==> config.mk <==
export PLATFORM = sky130hd
export DESIGN_NAME = child_supervision_tick_table
export DESIGN_NICKNAME = d
export VERILOG_FILES = /design/src/hdl/cstt_pkg.sv /design/src/hdl/cstt_fifo.sv /design/src/hdl/cstt_front.sv /design/src/hdl/cstt_back.sv /design/src/hdl/child_supervision_tick_table.sv
export SDC_FILE = /design/constraint.sdc
export NUM_CORES = 2
export LEC_CHECK = 0
export BUFFER_PORTS_ARGS = -buffer_cell sky130_fd_sc_hd__buf_2
export CORE_ASPECT_RATIO = 0.5
export CORE_MARGIN = 5
export CORE_UTILIZATION = 42
export CTS_CLUSTER_DIAMETER = 80
export DETAILED_ROUTE_END_ITERATION = 8
export HOLD_SLACK_MARGIN = 0.05
export PLACE_DENSITY = 0.63
export SETUP_SLACK_MARGIN = 0.15
export SYNTH_ARGS = -nofsm -noshare
export SYNTH_HDL_FRONTEND = slang
export SYNTH_HIERARCHICAL = 1
export SYNTH_SLANG_ARGS = --single-unit
==> constraint.sdc <==
create_clock -name clk -period 17.5 [get_ports clk]
set_clock_uncertainty 0.15 [all_clocks]
set_input_delay 1.75 -clock clk [delete_from_list [all_inputs] [get_ports clk]]
set_output_delay 1.75 -clock clk [all_outputs]
set_load 0.01 [all_outputs]
==> src/hdl/cstt_pkg.sv <==
// Package for the child supervision tick table.
// Holds the shared constants, command and result word types.
// No dependencies.
package cstt_pkg;

  // Default table size and the fixed field widths.
  localparam int MAX_CHILDREN_DEF = 32;
  localparam int IDX_FIELD_W      = 5;
  localparam int INTERVAL_W       = 16;
  localparam int ADDR_LIMIT       = 1 << IDX_FIELD_W;

  // Queue depths between the parts.
  localparam int CMD_Q_DEPTH = 2;
  localparam int RES_Q_DEPTH = 4;

  // Input mode codes.
  localparam logic [1:0] MODE_TICK  = 2'd0;
  localparam logic [1:0] MODE_SENT  = 2'd1;
  localparam logic [1:0] MODE_WRITE = 2'd2;

  // Classified command kinds.
  typedef enum logic [1:0] {
    CMD_NOP,
    CMD_TICK,
    CMD_SENT,
    CMD_WRITE
  } cmd_kind_t;

  // Command word from front to back.
  typedef struct packed {
    cmd_kind_t               kind;
    logic [IDX_FIELD_W-1:0]  index;
    logic                    valid;
    logic                    rx_always_on;
    logic [INTERVAL_W-1:0]   interval;
    logic                    has_pending;
  } cmd_t;

  // Result word from back to output queue.
  typedef struct packed {
    logic [IDX_FIELD_W-1:0] target_index;
    logic                   send_request;
    logic                   last;
  } res_t;

  // Back-end sequencer states.
  typedef enum logic [1:0] {
    BK_IDLE,
    BK_WALK,
    BK_DONE
  } back_state_t;

endpackage

==> src/hdl/cstt_fifo.sv <==
// Small register queue used between front and back and at the output.
// Depends on nothing; width and depth come from the instantiating module.
module cstt_fifo #(
  parameter int WIDTH = 8,
  parameter int DEPTH = 2
) (
  input  logic             clk,
  input  logic             rst_n,
  input  logic             push,
  input  logic [WIDTH-1:0] push_data,
  output logic             full,
  input  logic             pop,
  output logic [WIDTH-1:0] pop_data,
  output logic             empty
);

  localparam int PTR_W = (DEPTH > 1) ? $clog2(DEPTH) : 1;
  localparam int CNT_W = $clog2(DEPTH + 1);

  logic [WIDTH-1:0] mem_r [DEPTH];
  logic [PTR_W-1:0] wr_ptr_r, rd_ptr_r;
  logic [CNT_W-1:0] count_r;
  logic             do_push, do_pop;

  assign full     = (count_r == CNT_W'(DEPTH));
  assign empty    = (count_r == '0);
  assign do_push  = push && !full;
  assign do_pop   = pop && !empty;
  assign pop_data = mem_r[rd_ptr_r];

  // Pointers and fill count
  always_ff @(posedge clk) begin
    if (!rst_n) begin
      wr_ptr_r <= '0;
      rd_ptr_r <= '0;
      count_r  <= '0;
    end else begin
      if (do_push) begin
        wr_ptr_r <= (wr_ptr_r == PTR_W'(DEPTH - 1)) ? '0 : wr_ptr_r + 1'b1;
      end
      if (do_pop) begin
        rd_ptr_r <= (rd_ptr_r == PTR_W'(DEPTH - 1)) ? '0 : rd_ptr_r + 1'b1;
      end
      if (do_push && !do_pop) begin
        count_r <= count_r + 1'b1;
      end else if (do_pop && !do_push) begin
        count_r <= count_r - 1'b1;
      end
    end
  end

  // Storage
  always_ff @(posedge clk) begin
    if (do_push) begin
      mem_r[wr_ptr_r] <= push_data;
    end
  end

endmodule

==> src/hdl/cstt_front.sv <==
// Front end: holds the enable register and classifies each input word.
// Depends on cstt_pkg.
module cstt_front import cstt_pkg::*; #(
  parameter int MAX_CHILDREN = MAX_CHILDREN_DEF
) (
  input  logic                   clk,
  input  logic                   rst_n,
  input  logic                   cfg_wr_en,
  input  logic                   cfg_wr_data,
  input  logic [1:0]             in_mode,
  input  logic [IDX_FIELD_W-1:0] in_child_index,
  input  logic                   in_child_valid,
  input  logic                   in_rx_always_on,
  input  logic [INTERVAL_W-1:0]  in_supervision_interval,
  input  logic                   in_has_pending,
  output cmd_t                   cmd
);

  logic enable_r;
  logic in_range;

  // Supervisor enable, set out of reset
  always_ff @(posedge clk) begin
    if (!rst_n) begin
      enable_r <= 1'b1;
    end else if (cfg_wr_en) begin
      enable_r <= cfg_wr_data;
    end
  end

  assign in_range = (int'(in_child_index) < MAX_CHILDREN);

  // Classify: disabled ticks, bad indexes and unknown modes become no-ops
  always_comb begin
    cmd.index        = in_child_index;
    cmd.valid        = in_child_valid;
    cmd.rx_always_on = in_rx_always_on;
    cmd.interval     = in_supervision_interval;
    cmd.has_pending  = in_has_pending;
    case (in_mode)
      MODE_TICK:  cmd.kind = enable_r ? CMD_TICK : CMD_NOP;
      MODE_SENT:  cmd.kind = in_range ? CMD_SENT : CMD_NOP;
      MODE_WRITE: cmd.kind = in_range ? CMD_WRITE : CMD_NOP;
      default:    cmd.kind = CMD_NOP;
    endcase
  end

endmodule

==> src/hdl/cstt_back.sv <==
// Back end: child table and the sequencer that walks it on a tick.
// Depends on cstt_pkg.
module cstt_back import cstt_pkg::*; #(
  parameter int MAX_CHILDREN = MAX_CHILDREN_DEF
) (
  input  logic clk,
  input  logic rst_n,
  input  cmd_t cmd,
  input  logic cmd_empty,
  output logic cmd_pop,
  input  logic res_full,
  output logic res_push,
  output res_t res
);

  // The table holds at most ADDR_LIMIT entries, as far as the index field reaches.
  localparam int TABLE_DEPTH = (MAX_CHILDREN < ADDR_LIMIT) ? MAX_CHILDREN : ADDR_LIMIT;
  localparam int IDX_W       = (TABLE_DEPTH > 1) ? $clog2(TABLE_DEPTH) : 1;

  // Child table
  logic                  valid_r   [TABLE_DEPTH];
  logic                  rx_r      [TABLE_DEPTH];
  logic                  pend_r    [TABLE_DEPTH];
  logic [INTERVAL_W-1:0] intv_r    [TABLE_DEPTH];
  logic [INTERVAL_W-1:0] units_r   [TABLE_DEPTH];

  back_state_t            state_r, state_nxt;
  logic [IDX_W-1:0]       walk_idx_r;
  logic [IDX_FIELD_W-1:0] held_r;
  logic                   held_vld_r;

  logic [IDX_W-1:0]      cmd_idx;
  logic [INTERVAL_W-1:0] units_inc;
  logic                  due;
  logic                  walk_end;
  logic                  start_walk, step, clr_units, wr_attr;

  assign cmd_idx  = cmd.index[IDX_W-1:0];
  assign walk_end = (walk_idx_r == IDX_W'(TABLE_DEPTH - 1));

  // Entry under the walk pointer: saturating raise and due check
  always_comb begin
    units_inc = (units_r[walk_idx_r] == '1) ? units_r[walk_idx_r]
                                            : units_r[walk_idx_r] + 1'b1;
    due = valid_r[walk_idx_r] && !rx_r[walk_idx_r] && (intv_r[walk_idx_r] != '0) &&
          (units_inc >= intv_r[walk_idx_r]) && !pend_r[walk_idx_r];
  end

  // Next state
  always_comb begin
    state_nxt = state_r;
    case (state_r)
      BK_IDLE: begin
        if (!cmd_empty && !res_full && cmd.kind == CMD_TICK) state_nxt = BK_WALK;
      end
      BK_WALK: begin
        if (!res_full && walk_end) state_nxt = BK_DONE;
      end
      BK_DONE: begin
        if (!res_full) state_nxt = BK_IDLE;
      end
      default: state_nxt = BK_IDLE;
    endcase
  end

  // Outputs and table strobes
  always_comb begin
    cmd_pop    = 1'b0;
    res_push   = 1'b0;
    res        = '0;
    res.last   = 1'b1;
    start_walk = 1'b0;
    step       = 1'b0;
    clr_units  = 1'b0;
    wr_attr    = 1'b0;
    case (state_r)
      BK_IDLE: begin
        if (!cmd_empty && !res_full) begin
          cmd_pop = 1'b1;
          case (cmd.kind)
            CMD_TICK:  start_walk = 1'b1;
            CMD_SENT: begin
              clr_units = 1'b1;
              res_push  = 1'b1;
            end
            CMD_WRITE: begin
              wr_attr  = 1'b1;
              res_push = 1'b1;
            end
            default:   res_push = 1'b1;
          endcase
        end
      end
      BK_WALK: begin
        // a newly due child releases the one held before it
        if (!res_full) begin
          step = 1'b1;
          if (due && held_vld_r) begin
            res_push         = 1'b1;
            res.target_index = held_r;
            res.send_request = 1'b1;
            res.last         = 1'b0;
          end
        end
      end
      BK_DONE: begin
        // final word: held request, or the empty word
        if (!res_full) begin
          res_push = 1'b1;
          if (held_vld_r) begin
            res.target_index = held_r;
            res.send_request = 1'b1;
          end
        end
      end
      default: ;
    endcase
  end

  // Sequencer registers
  always_ff @(posedge clk) begin
    if (!rst_n) begin
      state_r    <= BK_IDLE;
      held_vld_r <= 1'b0;
      walk_idx_r <= '0;
    end else begin
      state_r <= state_nxt;
      if (start_walk) begin
        walk_idx_r <= '0;
        held_vld_r <= 1'b0;
      end else if (step) begin
        walk_idx_r <= walk_idx_r + 1'b1;
        if (due) held_vld_r <= 1'b1;
      end
    end
  end

  always_ff @(posedge clk) begin
    if (step && due) begin
      held_r <= IDX_FIELD_W'(walk_idx_r);
    end
  end

  // Table updates
  always_ff @(posedge clk) begin
    if (!rst_n) begin
      for (int i = 0; i < TABLE_DEPTH; i++) begin
        valid_r[i] <= 1'b0;
        rx_r[i]    <= 1'b0;
        pend_r[i]  <= 1'b0;
        intv_r[i]  <= '0;
        units_r[i] <= '0;
      end
    end else begin
      if (step && valid_r[walk_idx_r] && !rx_r[walk_idx_r] && intv_r[walk_idx_r] != '0) begin
        units_r[walk_idx_r] <= units_inc;
      end
      if (clr_units) begin
        units_r[cmd_idx] <= '0;
      end
      if (wr_attr) begin
        valid_r[cmd_idx] <= cmd.valid;
        rx_r[cmd_idx]    <= cmd.rx_always_on;
        pend_r[cmd_idx]  <= cmd.has_pending;
        intv_r[cmd_idx]  <= cmd.interval;
      end
    end
  end

endmodule

==> src/hdl/child_supervision_tick_table.sv <==
// Top level of the child supervision tick table.
// Depends on cstt_pkg, cstt_front, cstt_fifo and cstt_back.
//
// A tick occupies the back end while it takes the command, walks every table entry
// and writes the closing word; TABLE_DEPTH is MAX_CHILDREN capped at 32. The walk
// reads and updates one child a cycle while the result queue has room. Frame-sent,
// write, disabled-tick and unknown words each give one result word when taken. The
// front keeps accepting words into a two-word command queue while the back walks,
// until that queue is full, and a four-word result queue lets results wait to be
// popped; the back pauses while that queue is full.
module child_supervision_tick_table import cstt_pkg::*; #(
  parameter int MAX_CHILDREN = MAX_CHILDREN_DEF
) (
  input  logic                   clk,
  input  logic                   rst_n,
  input  logic                   cfg_wr_en,
  input  logic                   cfg_wr_data,
  input  logic                   in_push,
  output logic                   in_full,
  input  logic [1:0]             in_mode,
  input  logic [IDX_FIELD_W-1:0] in_child_index,
  input  logic                   in_child_valid,
  input  logic                   in_rx_always_on,
  input  logic [INTERVAL_W-1:0]  in_supervision_interval,
  input  logic                   in_has_pending,
  output logic                   out_empty,
  input  logic                   out_pop,
  output logic [IDX_FIELD_W-1:0] out_target_index,
  output logic                   out_send_request,
  output logic                   out_last
);

  cmd_t cmd_in, cmd_q;
  logic cmd_empty, cmd_pop;
  res_t res_in, res_q;
  logic res_full, res_push;

  // Classification
  cstt_front #(.MAX_CHILDREN(MAX_CHILDREN)) u_front (
    .clk                    (clk),
    .rst_n                  (rst_n),
    .cfg_wr_en              (cfg_wr_en),
    .cfg_wr_data            (cfg_wr_data),
    .in_mode                (in_mode),
    .in_child_index         (in_child_index),
    .in_child_valid         (in_child_valid),
    .in_rx_always_on        (in_rx_always_on),
    .in_supervision_interval(in_supervision_interval),
    .in_has_pending         (in_has_pending),
    .cmd                    (cmd_in)
  );

  // Command queue between front and back
  cstt_fifo #(.WIDTH($bits(cmd_t)), .DEPTH(CMD_Q_DEPTH)) u_cmd_q (
    .clk      (clk),
    .rst_n    (rst_n),
    .push     (in_push),
    .push_data(cmd_in),
    .full     (in_full),
    .pop      (cmd_pop),
    .pop_data (cmd_q),
    .empty    (cmd_empty)
  );

  // Table and walk
  cstt_back #(.MAX_CHILDREN(MAX_CHILDREN)) u_back (
    .clk      (clk),
    .rst_n    (rst_n),
    .cmd      (cmd_q),
    .cmd_empty(cmd_empty),
    .cmd_pop  (cmd_pop),
    .res_full (res_full),
    .res_push (res_push),
    .res      (res_in)
  );

  // Result queue
  cstt_fifo #(.WIDTH($bits(res_t)), .DEPTH(RES_Q_DEPTH)) u_res_q (
    .clk      (clk),
    .rst_n    (rst_n),
    .push     (res_push),
    .push_data(res_in),
    .full     (res_full),
    .pop      (out_pop),
    .pop_data (res_q),
    .empty    (out_empty)
  );

  assign out_target_index = res_q.target_index;
  assign out_send_request = res_q.send_request;
  assign out_last         = res_q.last;

endmodule

==> results_dict.tcl <==
set metrics [dict create \
    status "finished, final reports clean" \
    criticalPathCategory "reg -> reg" \
    synth_cell_types 71 \
    dp.cells 5990 \
    start_util_pct 42.4 \
    slew_viol_final 0 \
    p_seq_share_pct 48.1 \
    grt_pass1_wl_mm 233 \
    synth-seq-cells 1233 \
    die_height_um 270 \
    cts_hold_buf 0 \
    wirelength_mm 158 \
    drc 0 \
    die-area_sq_mm 0.143 \
    clockRootBuffer "clkbuf_16" \
    syn_area_per_cell_sq_um 12.7 \
    power_density_mw_per_mm2 113 \
    clock.fmax_mhz 99.2 \
    fin_cells 6207 \
    arrival_ns 10.59 \
    layout.nets 4375 \
    htreeDepth 3 \
    core_region_area_sq_mm 0.134 \
    grt-busiest-layer "met2" \
    path_max_fanout 65 \
    crit_path_start_kind "flop" \
    maxCapViolCount 0 \
    cts_setup_buffers 0 \
    switchingPower_mw 2.06 \
    die_w_um 531 \
    clkPwrFrac_pct 35.4 \
    hold_ws_ns 0.303 \
    antenna_found_initial 7 \
    wl_per_cell_um 25.4 \
    synth_nets 4534 \
    seq_area_frac_synth_pct 62.8 \
    design_area_sq_mm 0.0622 \
    gp_congestion 0.870 \
    fin_crit_sh_pct 57.6 \
    ctsLongestPathBuffers 3 \
    rsz0062_at_grt "false" \
    worst_hold_path_type "reg -> reg" \
    setup_violations 0 \
    fillers 11800 \
    grt_max_degree 137 \
    vdd_drop_max_uv 69.5 \
    dr.pass1.iters 6 \
    swShare_pct 29.3 \
    register_area_sq_mm 0.0358 \
    p_comb_share_pct 16.5 \
    critPathCaptureType "flop" \
    ys_warn_count 6 \
    grtUsageTotal_pct 21.5 \
    globalRouteMet1Util_pct 31.2 \
    final_core_util_pct 46.2 \
    drtIter0Drc 3990 \
    grt_overflow 0 \
    intPower_mw 4.97 \
    synthArstFlopShare_pct 0 \
    cts_made_buffers 113 \
    area_growth_pct 9.17 \
    multiInputGateArea_sq_mm 0.0189 \
    fin_tns_setup_ns 0 \
    vias 36400 \
    met2_usage_pct 33.1 \
    fin_crit_ns 10.08 \
    max_slew.worst_pin.slew_ns 1.24 \
    synth_area_sq_mm 0.0569 \
    grtUsageMet3_pct 4.06 \
    final_common_cell "edfxtp_1" \
    placed_cell_area_sq_mm 0.0585 \
    vias_per_cell 5.86 \
    drive_above_1_share_pct 12.4 \
    cts_tree "built" \
    grt_pass1_vias 35400 \
    min_from "u_back/rx_r[30]" \
    port_buffers 40 \
    dp_hpwl_mm 92.4 \
    worstPathRequired_ns 18.01 \
    clk_latency_ns 0.73 \
    synthFlopType "edfxtp_1" \
    cts.sinks 1233 \
    synth-edff-count 1109 \
    ios 41 \
    hold_viol_final 0 \
    final_cell_mix "1,109 x edfxtp_1, 522 x nor3_1, 520 x and2_1, 438 x mux2i_1, 320 x nand2_1" \
    ctsResizeCount 0 \
    core.rowCount 95 \
    antenna_left 0 \
    p_leak_nw 20.0 \
    synthCells 4470 \
    path_clk_slew_ns 0.07 \
    slew_headroom_pct 17.1 \
]
synthesized netlist by cell type (all sizes together) (35+ instances only):
| library cell | instances | share of area, % |
|---|---|---|
| buf | 198 | 2.5 |
| a22oi | 195 | 2.6 |
| inv | 40 | 0.26 |
| dfxtp | 124 | 4.4 |
| nand2 | 320 | 2.1 |
| edfxtp | 1109 | 58 |
| o21ai | 191 | 1.7 |
| clkbuf | 261 | 1.7 |
| mux2i | 440 | 7.7 |
| mux4 | 54 | 2.1 |
| and2 | 521 | 5.7 |
| nor3 | 523 | 4.6 |
| mux2 | 35 | 0.69 |
| nand3 | 78 | 0.69 |
| nor2 | 76 | 0.50 |
power groups by stage:
stage	registers (mW)	clock network [mW]	logic [mW]
CTS	3.38	2.53	1.15
floorplan	3.43	0	0.705
global placement	3.44	0	1.13
finish	3.38	2.49	1.16
global route	3.39	2.65	1.23
detailed placement	3.45	0	1.15
critical path, stage by stage (launching register included):
cell and delay, ns:
dfxtp_4 0.74, buf_4 0.75, buf_4 0.99, mux2i_1 0.17
a22oi_1 0.23, nand2_1 0.10, o21ai_0 0.47, o22ai_1 0.28
nor4_4 0.80, and3_1 0.48, mux2i_4 1.02, inv_1 0.11
ha_1 0.33, a21oi_1 0.06, nor2b_1 0.10, o21ai_0 0.19
a21oi_1 0.22, o31ai_1 0.10, a21oi_1 0.40, nand4_1 0.25
a21oi_1 0.18, nor2b_1 0.46, ha_1 0.28, inv_1 0.06
fa_1 0.37, xor2_1 0.18, or3_1 0.30, a21boi_0 0.16
cell families (layout without fill, tap and decap cells):
family                     count (synthesis)  after routing  share of synthesized area, %
buffers and inverters                    507            445                          4.63
xor gates and xnor gates                  17             17                         0.314
adders and majority gates                 32             32                         0.716
DFF                                     1233           1233                          62.8
other                                      0              5                             0
AOI/OAI and AO/OA                        520            520                          5.93
and+or+nand+nor                         1632           1632                          15.0
muxes                                    529            529                          10.6
state kept, by name, indices dropped and copies added (netlist names), named ones only:
signal,cells
u_back/intv_r,512
u_back/units_r,512
u_cmd_q/mem_r,52
u_back/pend_r,32
u_back/rx_r,32
u_back/valid_r,32
u_res_q/mem_r,28
u_back/held_r,5
u_back/walk_idx_r,5
u_res_q/count_r,3
u_back/state_r,2
u_cmd_q/count_r,2
u_res_q/rd_ptr_r,2
u_res_q/wr_ptr_r,2
u_back/held_vld_r,1
u_cmd_q/rd_ptr_r,1
u_cmd_q/wr_ptr_r,1
u_front/enable_r,1
final cells by class:
| cell class | instances | area share, % |
|---|---|---|
| timing repair buffer | 192 | 2.21 |
| tap | 1794 | 3.61 |
| sequential | 1233 | 57.6 |
| clock buffer | 140 | 4.94 |
| antenna | 5 | 0.0201 |
| multi-input combinational | 2730 | 30.4 |
| clock inverter | 72 | 1.00 |
| inverter | 41 | 0.248 |
stage by stage:
stage               total power, mW  setup WS [ns]
floorplan                      4.14          11.40
global placement               4.57           7.59
detailed placement             4.60           7.48
CTS                            7.07           7.44
global route                   7.28           6.85
finish                         7.04           7.42
final timing paths:
check,end,slack [ns],cells past startpoint
worst max-delay path,u_res_q/count_r[2],7.42,27
worst min-delay path,u_back/rx_r[30],0.30,2
worst max register to register,u_res_q/count_r[2],7.42,27
worst min register to register,u_back/rx_r[30],0.30,2
layer usage:
metal  wire length [um]  part of all wire [%]  up-vias
met2              71600                    45     1632
met4               4240                   2.7        6
met5                 40                 0.025        -
met3              14300                   9.1      260
met1              67600                    43    18300
li1                   -                     -    16100
No activity file was read; power rests on OpenSTA's default activity.
